## config.mk

```make
export PLATFORM = sky130hd
export DESIGN_NAME = midpoint_circle_rasterizer_unit
export DESIGN_NICKNAME = d
export VERILOG_FILES = /design/src/design/mcr_pkg.sv /design/src/design/mcr_front.sv /design/src/design/mcr_queue.sv /design/src/design/mcr_back.sv /design/src/design/midpoint_circle_rasterizer_unit.sv
export SDC_FILE = /design/constraint.sdc
export NUM_CORES = 1
export LEC_CHECK = 0
export BUFFER_PORTS_ARGS = -buffer_cell sky130_fd_sc_hd__buf_2
export CAP_MARGIN = 20
export CORE_ASPECT_RATIO = 1.25
export CORE_MARGIN = 1
export CORE_UTILIZATION = 40
export DETAILED_ROUTE_END_ITERATION = 7
export SLEW_MARGIN = 15
export SYNTH_ARGS = -nofsm -noshare
export SYNTH_HDL_FRONTEND = slang
export SYNTH_SLANG_ARGS = --single-unit
```

## constraint.sdc

```tcl
create_clock -name clk -period 5.44 [get_ports clk]
set_input_delay 0.816 -clock clk [delete_from_list [all_inputs] [get_ports clk]]
set_output_delay 0.816 -clock clk [all_outputs]
set_load 0.005 [all_outputs]
```

## src/design/mcr_pkg.sv

```systemverilog
// Package for the midpoint circle rasterizer: widths, command codes and the
// step-job word passed from the front end to the pixel back end.
// No dependencies.
package mcr_pkg;

	localparam int COORD_W  = 16;              // center coordinate width
	localparam int PIX_W    = COORD_W + 1;     // plotted pixel coordinate width
	localparam int RAD_W    = COORD_W - 1;     // radius and walker x/y width
	localparam int DEC_W    = COORD_W + 2;     // decision variable width
	localparam int QDEPTH   = 4;               // step queue entries
	localparam int QPTR_W   = $clog2(QDEPTH);
	localparam int QCNT_W   = $clog2(QDEPTH + 1);
	localparam int NPIX     = 8;               // pixels per step
	localparam int PHASE_W  = $clog2(NPIX);

	localparam logic CMD_START   = 1'b0;
	localparam logic CMD_ADVANCE = 1'b1;

	// Midpoint increments for the east and south-east moves.
	localparam logic [DEC_W-1:0] DEC_INC_E  = DEC_W'(3);
	localparam logic [DEC_W-1:0] DEC_INC_SE = DEC_W'(5);

	// One octant step ready for plotting.
	typedef struct packed {
		logic [COORD_W-1:0] h;
		logic [COORD_W-1:0] k;
		logic [RAD_W-1:0]   x;
		logic [RAD_W-1:0]   y;
		logic               done;
	} mcr_job_t;

endpackage

```

## src/design/mcr_front.sv

```systemverilog
// Front end of the rasterizer: accepts commands, holds the circle walker
// state and turns each advance on an active circle into one step word.
// Depends on mcr_pkg.
module mcr_front (
	input  logic                          clk,
	input  logic                          arst_n,
	input  logic                          in_valid,
	output logic                          in_ready,
	input  logic                          command,
	input  logic signed [mcr_pkg::COORD_W-1:0] center_x,
	input  logic signed [mcr_pkg::COORD_W-1:0] center_y,
	input  logic [mcr_pkg::RAD_W-1:0]     radius,
	input  logic                          q_full,
	output logic                          q_push,
	output mcr_pkg::mcr_job_t             q_data
);
	import mcr_pkg::*;

	logic [COORD_W-1:0] h_q, k_q;
	logic [RAD_W-1:0]   x_q, y_q;
	logic [DEC_W-1:0]   d_q;
	logic               active_q;

	logic               accept, more;
	logic [DEC_W-1:0]   x_ext, y_ext, d_next;

	assign in_ready = !q_full;
	assign accept   = in_valid && in_ready;
	assign more     = y_q > x_q;

	assign x_ext = {{(DEC_W-RAD_W){1'b0}}, x_q};
	assign y_ext = {{(DEC_W-RAD_W){1'b0}}, y_q};

	// A negative decision keeps y; otherwise the walker moves diagonally.
	assign d_next = d_q[DEC_W-1] ? (d_q + (x_ext << 1) + DEC_INC_E)
	                             : (d_q + ((x_ext - y_ext) << 1) + DEC_INC_SE);

	assign q_push      = accept && (command == CMD_ADVANCE) && active_q;
	assign q_data.h    = h_q;
	assign q_data.k    = k_q;
	assign q_data.x    = x_q;
	assign q_data.y    = y_q;
	assign q_data.done = !more;

	always_ff @(posedge clk or negedge arst_n) begin
		if (!arst_n) begin
			h_q      <= '0;
			k_q      <= '0;
			x_q      <= '0;
			y_q      <= '0;
			d_q      <= '0;
			active_q <= 1'b0;
		end else if (accept) begin
			if (command == CMD_START) begin
				h_q      <= center_x;
				k_q      <= center_y;
				x_q      <= '0;
				y_q      <= radius;
				d_q      <= DEC_W'(1) - {{(DEC_W-RAD_W){1'b0}}, radius};
				active_q <= 1'b1;
			end else if (active_q) begin
				if (more) begin
					d_q <= d_next;
					x_q <= x_q + RAD_W'(1);
					if (!d_q[DEC_W-1]) begin
						y_q <= y_q - RAD_W'(1);
					end
				end else begin
					active_q <= 1'b0;
				end
			end
		end
	end

endmodule

```

## src/design/mcr_queue.sv

```systemverilog
// Short step queue between the rasterizer front and back ends.
// Depends on mcr_pkg.
module mcr_queue (
	input  logic              clk,
	input  logic              arst_n,
	input  logic              push,
	input  mcr_pkg::mcr_job_t wdata,
	output logic              full,
	input  logic              pop,
	output logic              empty,
	output mcr_pkg::mcr_job_t rdata
);
	import mcr_pkg::*;

	mcr_job_t            mem_q [QDEPTH];
	logic [QPTR_W-1:0]   wr_q, rd_q;
	logic [QCNT_W-1:0]   cnt_q;

	assign full  = cnt_q == QCNT_W'(QDEPTH);
	assign empty = cnt_q == '0;
	assign rdata = mem_q[rd_q];

	always_ff @(posedge clk) begin
		if (push) begin
			mem_q[wr_q] <= wdata;
		end
	end

	always_ff @(posedge clk or negedge arst_n) begin
		if (!arst_n) begin
			wr_q  <= '0;
			rd_q  <= '0;
			cnt_q <= '0;
		end else begin
			if (push) begin
				wr_q <= wr_q + QPTR_W'(1);
			end
			if (pop) begin
				rd_q <= rd_q + QPTR_W'(1);
			end
			if (push && !pop) begin
				cnt_q <= cnt_q + QCNT_W'(1);
			end else if (pop && !push) begin
				cnt_q <= cnt_q - QCNT_W'(1);
			end
		end
	end

endmodule

```

## src/design/mcr_back.sv

```systemverilog
// Back end of the rasterizer: takes one step word at a time and emits its
// eight mirrored pixels through a registered output, one word per cycle while out_ready is high.
// Depends on mcr_pkg.
module mcr_back (
	input  logic                             clk,
	input  logic                             arst_n,
	input  logic                             q_empty,
	input  mcr_pkg::mcr_job_t                q_data,
	output logic                             q_pop,
	output logic                             out_valid,
	input  logic                             out_ready,
	output logic signed [mcr_pkg::PIX_W-1:0] pixel_x,
	output logic signed [mcr_pkg::PIX_W-1:0] pixel_y,
	output logic                             last_of_step,
	output logic                             circle_done
);
	import mcr_pkg::*;

	mcr_job_t            job_q;
	logic                busy_q;
	logic [PHASE_W-1:0]  phase_q;
	logic                out_valid_q;
	logic [PIX_W-1:0]    pixel_x_q, pixel_y_q;
	logic                last_q, done_q;

	logic                emit, final_pix;
	logic [RAD_W-1:0]    ax, ay;
	logic [PIX_W-1:0]    h_ext, k_ext, ax_ext, ay_ext, px, py;

	assign emit      = busy_q && (!out_valid_q || out_ready);
	assign final_pix = phase_q == PHASE_W'(NPIX - 1);
	assign q_pop     = !q_empty && (!busy_q || (emit && final_pix));

	// Phases 4 to 7 swap x and y; bit 0 mirrors x, bit 1 mirrors y.
	assign ax     = phase_q[2] ? job_q.y : job_q.x;
	assign ay     = phase_q[2] ? job_q.x : job_q.y;
	assign h_ext  = {job_q.h[COORD_W-1], job_q.h};
	assign k_ext  = {job_q.k[COORD_W-1], job_q.k};
	assign ax_ext = {{(PIX_W-RAD_W){1'b0}}, ax};
	assign ay_ext = {{(PIX_W-RAD_W){1'b0}}, ay};
	assign px     = phase_q[0] ? (h_ext - ax_ext) : (h_ext + ax_ext);
	assign py     = phase_q[1] ? (k_ext - ay_ext) : (k_ext + ay_ext);

	assign out_valid    = out_valid_q;
	assign pixel_x      = pixel_x_q;
	assign pixel_y      = pixel_y_q;
	assign last_of_step = last_q;
	assign circle_done  = done_q;

	always_ff @(posedge clk) begin
		if (q_pop) begin
			job_q <= q_data;
		end
		if (emit) begin
			pixel_x_q <= px;
			pixel_y_q <= py;
			last_q    <= final_pix;
			done_q    <= job_q.done;
		end
	end

	always_ff @(posedge clk or negedge arst_n) begin
		if (!arst_n) begin
			busy_q      <= 1'b0;
			phase_q     <= '0;
			out_valid_q <= 1'b0;
		end else begin
			if (emit) begin
				out_valid_q <= 1'b1;
				phase_q     <= phase_q + PHASE_W'(1);
			end else if (out_ready) begin
				out_valid_q <= 1'b0;
			end
			if (q_pop) begin
				busy_q <= 1'b1;
			end else if (emit && final_pix) begin
				busy_q <= 1'b0;
			end
		end
	end

endmodule

```

## src/design/midpoint_circle_rasterizer_unit.sv

```systemverilog
// Midpoint circle rasterizer top level: front end, step queue, pixel back end.
// Depends on mcr_pkg, mcr_front, mcr_queue and mcr_back.

// A start word loads center and radius and produces nothing. Each advance word
// on an active circle produces eight pixel words, one per cycle while out_ready
// is high, through the single pixel output register. Advances on an idle circle
// produce nothing. The front end runs the walker ahead and parks up to four
// pending steps in a queue, so input is taken at one word per cycle until that
// queue fills.
module midpoint_circle_rasterizer_unit (
	input  logic                              clk,
	input  logic                              arst_n,
	input  logic                              in_valid,
	output logic                              in_ready,
	input  logic                              command,
	input  logic signed [mcr_pkg::COORD_W-1:0] center_x,
	input  logic signed [mcr_pkg::COORD_W-1:0] center_y,
	input  logic [mcr_pkg::RAD_W-1:0]         radius,
	output logic                              out_valid,
	input  logic                              out_ready,
	output logic signed [mcr_pkg::PIX_W-1:0]  pixel_x,
	output logic signed [mcr_pkg::PIX_W-1:0]  pixel_y,
	output logic                              last_of_step,
	output logic                              circle_done
);
	import mcr_pkg::*;

	logic     q_full, q_empty, q_push, q_pop;
	mcr_job_t q_wdata, q_rdata;

	mcr_front u_front (
		.clk      (clk),
		.arst_n   (arst_n),
		.in_valid (in_valid),
		.in_ready (in_ready),
		.command  (command),
		.center_x (center_x),
		.center_y (center_y),
		.radius   (radius),
		.q_full   (q_full),
		.q_push   (q_push),
		.q_data   (q_wdata)
	);

	mcr_queue u_queue (
		.clk    (clk),
		.arst_n (arst_n),
		.push   (q_push),
		.wdata  (q_wdata),
		.full   (q_full),
		.pop    (q_pop),
		.empty  (q_empty),
		.rdata  (q_rdata)
	);

	mcr_back u_back (
		.clk          (clk),
		.arst_n       (arst_n),
		.q_empty      (q_empty),
		.q_data       (q_rdata),
		.q_pop        (q_pop),
		.out_valid    (out_valid),
		.out_ready    (out_ready),
		.pixel_x      (pixel_x),
		.pixel_y      (pixel_y),
		.last_of_step (last_of_step),
		.circle_done  (circle_done)
	);

endmodule

```

==> run summary, run 1 <==
status = completed
most frequent cell after synthesis = edfxtp_1
# setup viols final = 0
R2R cell count = 20
# resized after CTS = 0
die width = 210 um
clock tree sinks = 444
Setup Buffers After CTS = 0
Slew Viols, Final = 0
Power Density = 618 mW/mm^2
Mapped Nets = 1713
DR pass1 iterations = 7
Post-synth top cells = edfxtp_1 (351), ha_1 (122), a21oi_1 (94), dfrtp_1 (93), nor2_1 (92)
reg2reg start = u_front.y_q[1]
measured slew at the worst slew-check pin = 944 ps
Fill cells = 4675
Max-Cap Viols = 0
root buf cell = clkbuf_16
CP required = 5880 ps
core area = 0.0529 mm^2
sequential cell area = 0.0129 mm^2
DP Wirelength = 32300 um
vias post-DR = 12.7k
H-tree levels = 2
Antenna diodes = 0
Reg clk slew, reported paths = 60 ps
Rows = 94
vias per cell = 5.39
TritonCTS Buffers = 47
area occupied by multi-input gates = 0.00827 mm^2
CP startpoint kind = register
GRT overflow = 0
Final Skew = 30.3 ps
Yosys warnings = 0
main area contributors after synthesis = edfxtp_1 (49%), dfrtp_1 (11%), ha_1 (7.1%)
RSZ-0062 raised after global routing = false
clock period minus worst slack = 4320 ps
Avg Cell Area, Syn = 14.1 um^2
Final ANT Viol Nets = 0
Routed WL per cell = 19.7 um
Critical Path End Type = register
Reg2Reg Setup Slack = 1120 ps
Design Power = 0.0150 W
Peak supply drop = 0.000355 V
area delta synth->final = 12.7%
Synth Flop Type = edfxtp_1
initial antenna violation count = 0
Async S/R FF share, synth = 20.9%
Worst slew margin = 36.5%
setup TNS = 0 ps
biggest area consumer among synthesized cells = edfxtp_1
vias in the first global route = 13.1k
R2R Path End = u_front.d_q[16]
share of cells above drive strength 1 = 18.5%
Final Cycle Share = 79.4%
Die Y = 262 um
library cells used by synthesis = 83
total track usage = 17.3%
maximum number of pins on one net before global-route repair = 66
Static Leak = 9.09 nW
CTS tree = yes
Clock Latency Late Sink = 580 ps
hold crit path type = in2async
top-area cell type share of the netlist area = 48.9%
worst-path fanout max = 8
I/O Pins = 90
Post-synth EDFFs = 351
final hold violation count = 0
Mapped Area = 0.0216 mm^2
Total Routed Length = 46400 um
Setup CP Type = reg2reg
synthesis-stage register bit count = 444
DRC viols = 0
Worst Path Arrival = 4760 ps
clock tree buffer depth = 3
Syn Inst Count = 1533
Buffers on Ports = 89
die area = 0.0549 mm^2
register area share after synthesis = 59.7%
highest clock rate = 232 MHz
first-pass GRT wire length = 73000 um
effective utilization at floorplan = 40.8%
Routability Congestion = 0.846
nets = 1823
DRT iter0 DRCs = 628
hold buffers post-CTS = 0
-- metrics by stage --
stage               util, %  cells  setup WS, ps  instance area [um^2]  hold WS, ps
finish                 45.9   2354          1120                 24300          310
global route           45.9   2354           715                 24300          340
CTS                    45.9   2354          1140                 24300          301
detailed placement     43.1   2266          1180                 22800          427
global placement       43.1   2266          1220                 22800          417
floorplan                 -   1533          1260                 21600          400
-- cells in the final DEF, fill, tap and decap left out, drive strengths merged, types with 19 or more instances in the layout --
cell / instances
mux2: 40
a21oi: 95
nor2: 93
mux4: 63
edfxtp: 351
o21ai: 87
inv: 58
dfrtp: 93
buf: 109
xnor2: 70
clkbuf: 66
nand3: 21
nand2: 66
nand2b: 19
mux2i: 30
ha: 122
xor2: 45
nor3: 34
-- cell families after synthesis --
kind of cell,Yosys count,share of synthesized area (%)
xor+xnor,115,4.67
simple gates,305,7.04
fa+ha+maj,128,7.63
buf+inv,105,2.10
compound gates,303,8.84
flops,444,59.7
mux,133,10.1
-- critical path, stage by stage (launching register included) --
cell	delay (ps)
dfrtp_1	520
inv_1	120
ha_1	290
nor2b_1	150
o2111ai_1	170
nand3_1	140
o21ai_1	380
nor2b_1	90
o21ai_0	160
nand2b_1	100
xor2_1	160
ha_1	270
ha_1	350
nand2_1	100
nor2_1	40
a211oi_1	170
o31ai_1	150
a31o_2	290
and4b_1	180
nor4_1	270
o21ai_1	80
-- flip-flops by register name, summed over array words and instances (netlist names) --
name and cells:
u_back.h_ext 16, u_back.out_valid 1, u_queue.cnt_q 3, u_queue.mem_q 252, u_back.busy_q 1, u_front.d_q 18, u_back.pixel_x 17, u_front.active_q 1
u_back.phase_q 3, u_back.job_q 47, u_front.k_q 16, u_queue.wr_q 2, u_front.y_q 15, u_front.h_q 16, u_back.last_of_step 1, u_back.pixel_y 17
u_queue.rd_q 2, u_back.circle_done 1, u_front.x_q 15
-- power by group --
part / total (W) / internal (W) / switching, W
Sequential: 0.00544 / 0.00477 / 0.000677
Clock: 0.00309 / 0.00179 / 0.00129
Combinational: 0.00649 / 0.00294 / 0.00355
Total: 0.0150 / 0.00950 / 0.00552
-- worst max-delay path by stage --
| stage | start | to | slack, ps | depth (start not counted) |
|---|---|---|---|---|
| 6_report | u_front.y_q[1] | u_front.d_q[16] | 1120 | 20 |
| 5_1_grt | u_front.y_q[1] | u_front.d_q[16] | 710 | 20 |
| 4_1_cts | u_front.y_q[1] | u_front.d_q[16] | 1140 | 20 |
| 3_5_place_dp | u_front.y_q[1] | u_front.d_q[16] | 1180 | 20 |
| 3_3_place_gp | u_front.y_q[1] | u_front.d_q[16] | 1220 | 20 |
| 2_1_floorplan | u_back.phase_q[2] | u_back.pixel_y[16] | 1260 | 20 |
-- final cells by class --
type                    count  share of cell area [%]
flip-flops and latches    444                    53.0
multi-input cells         984                    34.0
clock buffers              66                    5.43
well taps                 672                    3.46
repair buffers            109                    2.46
inverters                  57                   0.880
clock inverters            22                   0.767
-- layer usage --
metal | track usage, % | routed length (um) | vias to the layer above
li1 | - | - | 6071
met1 | 20.9 | 19800 | 6319
met2 | 31.9 | 24200 | 247
met3 | 2.52 | 1490 | 58
met4 | 5.03 | 909 | 0
met5 | 0 | 0 | -
No activity file was read; power rests on OpenSTA's default activity.
==> run 2: changes to the inputs <==
--- a/config.mk
+++ b/config.mk
@@ -5,6 +5,7 @@
 export SDC_FILE = /design/constraint.sdc
 export NUM_CORES = 1
 export LEC_CHECK = 0
+export ABC_AREA = 1
 export BUFFER_PORTS_ARGS = -buffer_cell sky130_fd_sc_hd__buf_2
 export CAP_MARGIN = 20
 export CORE_ASPECT_RATIO = 1.25
==> constraint.sdc (replaced) <==
create_clock -name clk -period 3.57 [get_ports clk]
set_input_delay 0.5355 -clock clk [delete_from_list [all_inputs] [get_ports clk]]
set_output_delay 0.5355 -clock clk [all_outputs]
set_load 0.005 [all_outputs]
==> run summary, run 2 <==
most frequent cells in the layout = nand2_1 (440), edfxtp_1 (351), nor2_1 (246), o21ai_0 (230), inv_1 (183)
Combinational Power Share = 53.4%
Slew Viols, Final = 0
Reg2Reg Setup Slack = 100 ps
DP Wirelength = 39500 um
max reg flops = 252
RSZ-0062 raised after global routing = true
biggest area consumer among synthesized cells = edfxtp_1
Yosys warnings = 0
P_int = 0.0159 W
Setup WS post-layout = 104 ps
Die Y = 266 um
Design Power = 0.0278 W
TritonCTS Buffers = 45
Final Skew = 24.2 ps
DP Area = 0.0243 mm^2
status = completed
largest register by flop count = u_queue.mem_q
Reg clk slew, reported paths = 60 ps
I/O Pins = 90
DR pass1 iterations = 5
hold crit path type = in2reg
Post-synth EDFFs = 351
Routability Congestion = 0.953
nets = 2598
H-tree levels = 2
first-pass GRT wire length = 89300 um
Syn Inst Count = 2251
setup TNS = 0 ps
Mapped Area = 0.0224 mm^2
area delta synth->final = 16.5%
vias post-DR = 16.6k
net switching power = 0.0119 W
CP startpoint kind = register
Worst slew margin = 41.2%
die width = 214 um
GRT overflow = 0
Mapped Nets = 2431
clock tree buffer depth = 3
Power Density = 1070 mW/mm^2
Routed WL per cell = 17.9 um
Clock Latency Late Sink = 580 ps
Setup CP Type = reg2reg
DRC viols = 0
share of cells above drive strength 1 = 14.0%
effective utilization at floorplan = 40.7%
# setup viols final = 0
final hold violation count = 0
Synth Flop Type = edfxtp_1
most frequent cell after synthesis = nand2_1
Max-Cap Viols = 0
vias per cell = 5.20
Clk network pwr share = 16.1%
clock tree sinks = 444
Largest regs = u_queue.mem_q (252), u_back.job_q (47), u_front.d_q (18)
DRT iter0 DRCs = 1091
Final Cycle Share = 97.1%
highest clock rate = 289 MHz
Antenna diodes = 0
Buffers on Ports = 89
Static Leak = 10.7 nW
Finished Cell Area = 0.0261 mm^2
worst-path fanout max = 3
clock period minus worst slack = 3470 ps
commonest non-fill, non-tap cell in the layout = nand2_1
core area = 0.0550 mm^2
main area contributors after synthesis = edfxtp_1 (47%), dfrtp_1 (10%), nand2_1 (7.5%)
library cells used by synthesis = 46
root buf cell = clkbuf_16
Total Routed Length = 57100 um
die area = 0.0569 mm^2
Setup WS pre-CTS = -39.0 ps
Worst Path Arrival = 3900 ps
Avg Cell Area, Syn = 9.94 um^2
CTS tree = yes
Util after Layout = 47.4%
Rows = 96
vias in the first global route = 16.7k
synthesis-stage register bit count = 444
initial antenna violation count = 1
Sw Ratio = 42.8%
CP required = 4000 ps
Critical Path End Type = register
Seq pwr share = 30.5%
register area share after synthesis = 57.5%
measured slew at the worst slew-check pin = 882 ps
Final ANT Viol Nets = 0
maximum number of pins on one net before global-route repair = 128
total track usage = 20.4%
Peak supply drop = 0.000699 V
top-area cell type share of the netlist area = 47.1%
Async S/R FF share, synth = 20.9%
Post-synth top cells = nand2_1 (449), edfxtp_1 (351), nor2_1 (258), o21ai_0 (233), inv_1 (189)
-- run 2: cell types whose count changed after synthesis, moves of 30 or more --
cell | previous run | this run
xnor2_1 | 70 | 25
o21ai_0 | 73 | 233
o22ai_1 | 7 | 65
clkbuf_1 | 24 | 57
mux2i_1 | 30 | 0
mux2_2 | 40 | 1
nor2_1 | 92 | 258
inv_1 | 56 | 189
mux4_2 | 63 | 0
nand2_1 | 66 | 449
nand3_1 | 20 | 89
-- run 2: power by group through the flow --
stage	Clock, W	Combinational, W	Sequential [W]
final	0.00450	0.0149	0.00848
after global routing	0.00479	0.0167	0.00863
after CTS	0.00461	0.0142	0.00848
after detailed placement	0	0.0141	0.00858
after global placement	0	0.0139	0.00855
after floorplan	0	0.00950	0.00833
-- run 2: stage by stage --
stage,cells,hold slack (ps)
CTS,3180,113
global placement,3097,462
global route,3188,140
finish,3188,150
detailed placement,3097,467
floorplan,2251,240
-- run 2: layout make-up --
cell class / instances / area (um^2)
Clock inverter: 18 / 149
Sequential cell: 444 / 12900
Inverter: 193 / 726
Multi-Input combinational cell: 1542 / 8820
Timing Repair Buffer: 192 / 1330
Tap cell: 735 / 920
Fill cell: 5137 / 29000
Clock buffer: 64 / 1240
-- run 2: critical path: stages, from the launching register on --
cell and delay (ps):
dfrtp_1 370, inv_2 60, ha_4 160, fa_2 390
nor2_4 130, a211oi_4 70, o21ai_2 210, nand2_1 100
nand2_2 100, nand3_2 70, nand2_2 60, xor2_1 170
ha_1 280, ha_4 280, buf_6 90, nand2_2 50
nor2_2 120, and2_4 160, nand2_1 50, nand3_1 70
nand3_1 80, nand3_1 70, nand2_1 50, nand2_1 50
a21oi_1 60
-- run 2: kinds of logic after synthesis --
logic type	share of synthesized area, %
compound gates	11.2
xor+xnor	3.60
buf+inv	4.62
mux	0.0503
fa+ha+maj	7.36
flops	57.5
simple gates	15.7
-- run 2: layer usage --
layer	track usage, %	up-vias	part of all wire [%]
met5	0	-	0
met4	8.11	0	3.5
met3	2.66	109	3.9
met2	36.7	389	51
met1	24.5	7986	41
li1	-	8095	-
-- run 2: final timing paths --
path | from | endpoint | cells after the start
max | u_front.x_q[0] | u_front.d_q[17] | 24
min | center_x[14] | u_front.h_q[14] | 3
max reg2reg | u_front.x_q[0] | u_front.d_q[17] | 24
min reg2reg | u_back.busy_q | u_back.out_valid | 2
max in group asynchronous | arst_n | u_front.y_q[10] | 3
min in group asynchronous | arst_n | u_front.h_q[14] | 2
-- run 2: repair_timing --
action	in CTS	in global routing
buffers inserted	0	8
endpoints found under the hold margin	32	0
resized for setup	5	67
hold buffers	1	0
pin swaps	1	20
setup endpoints to repair	4	20
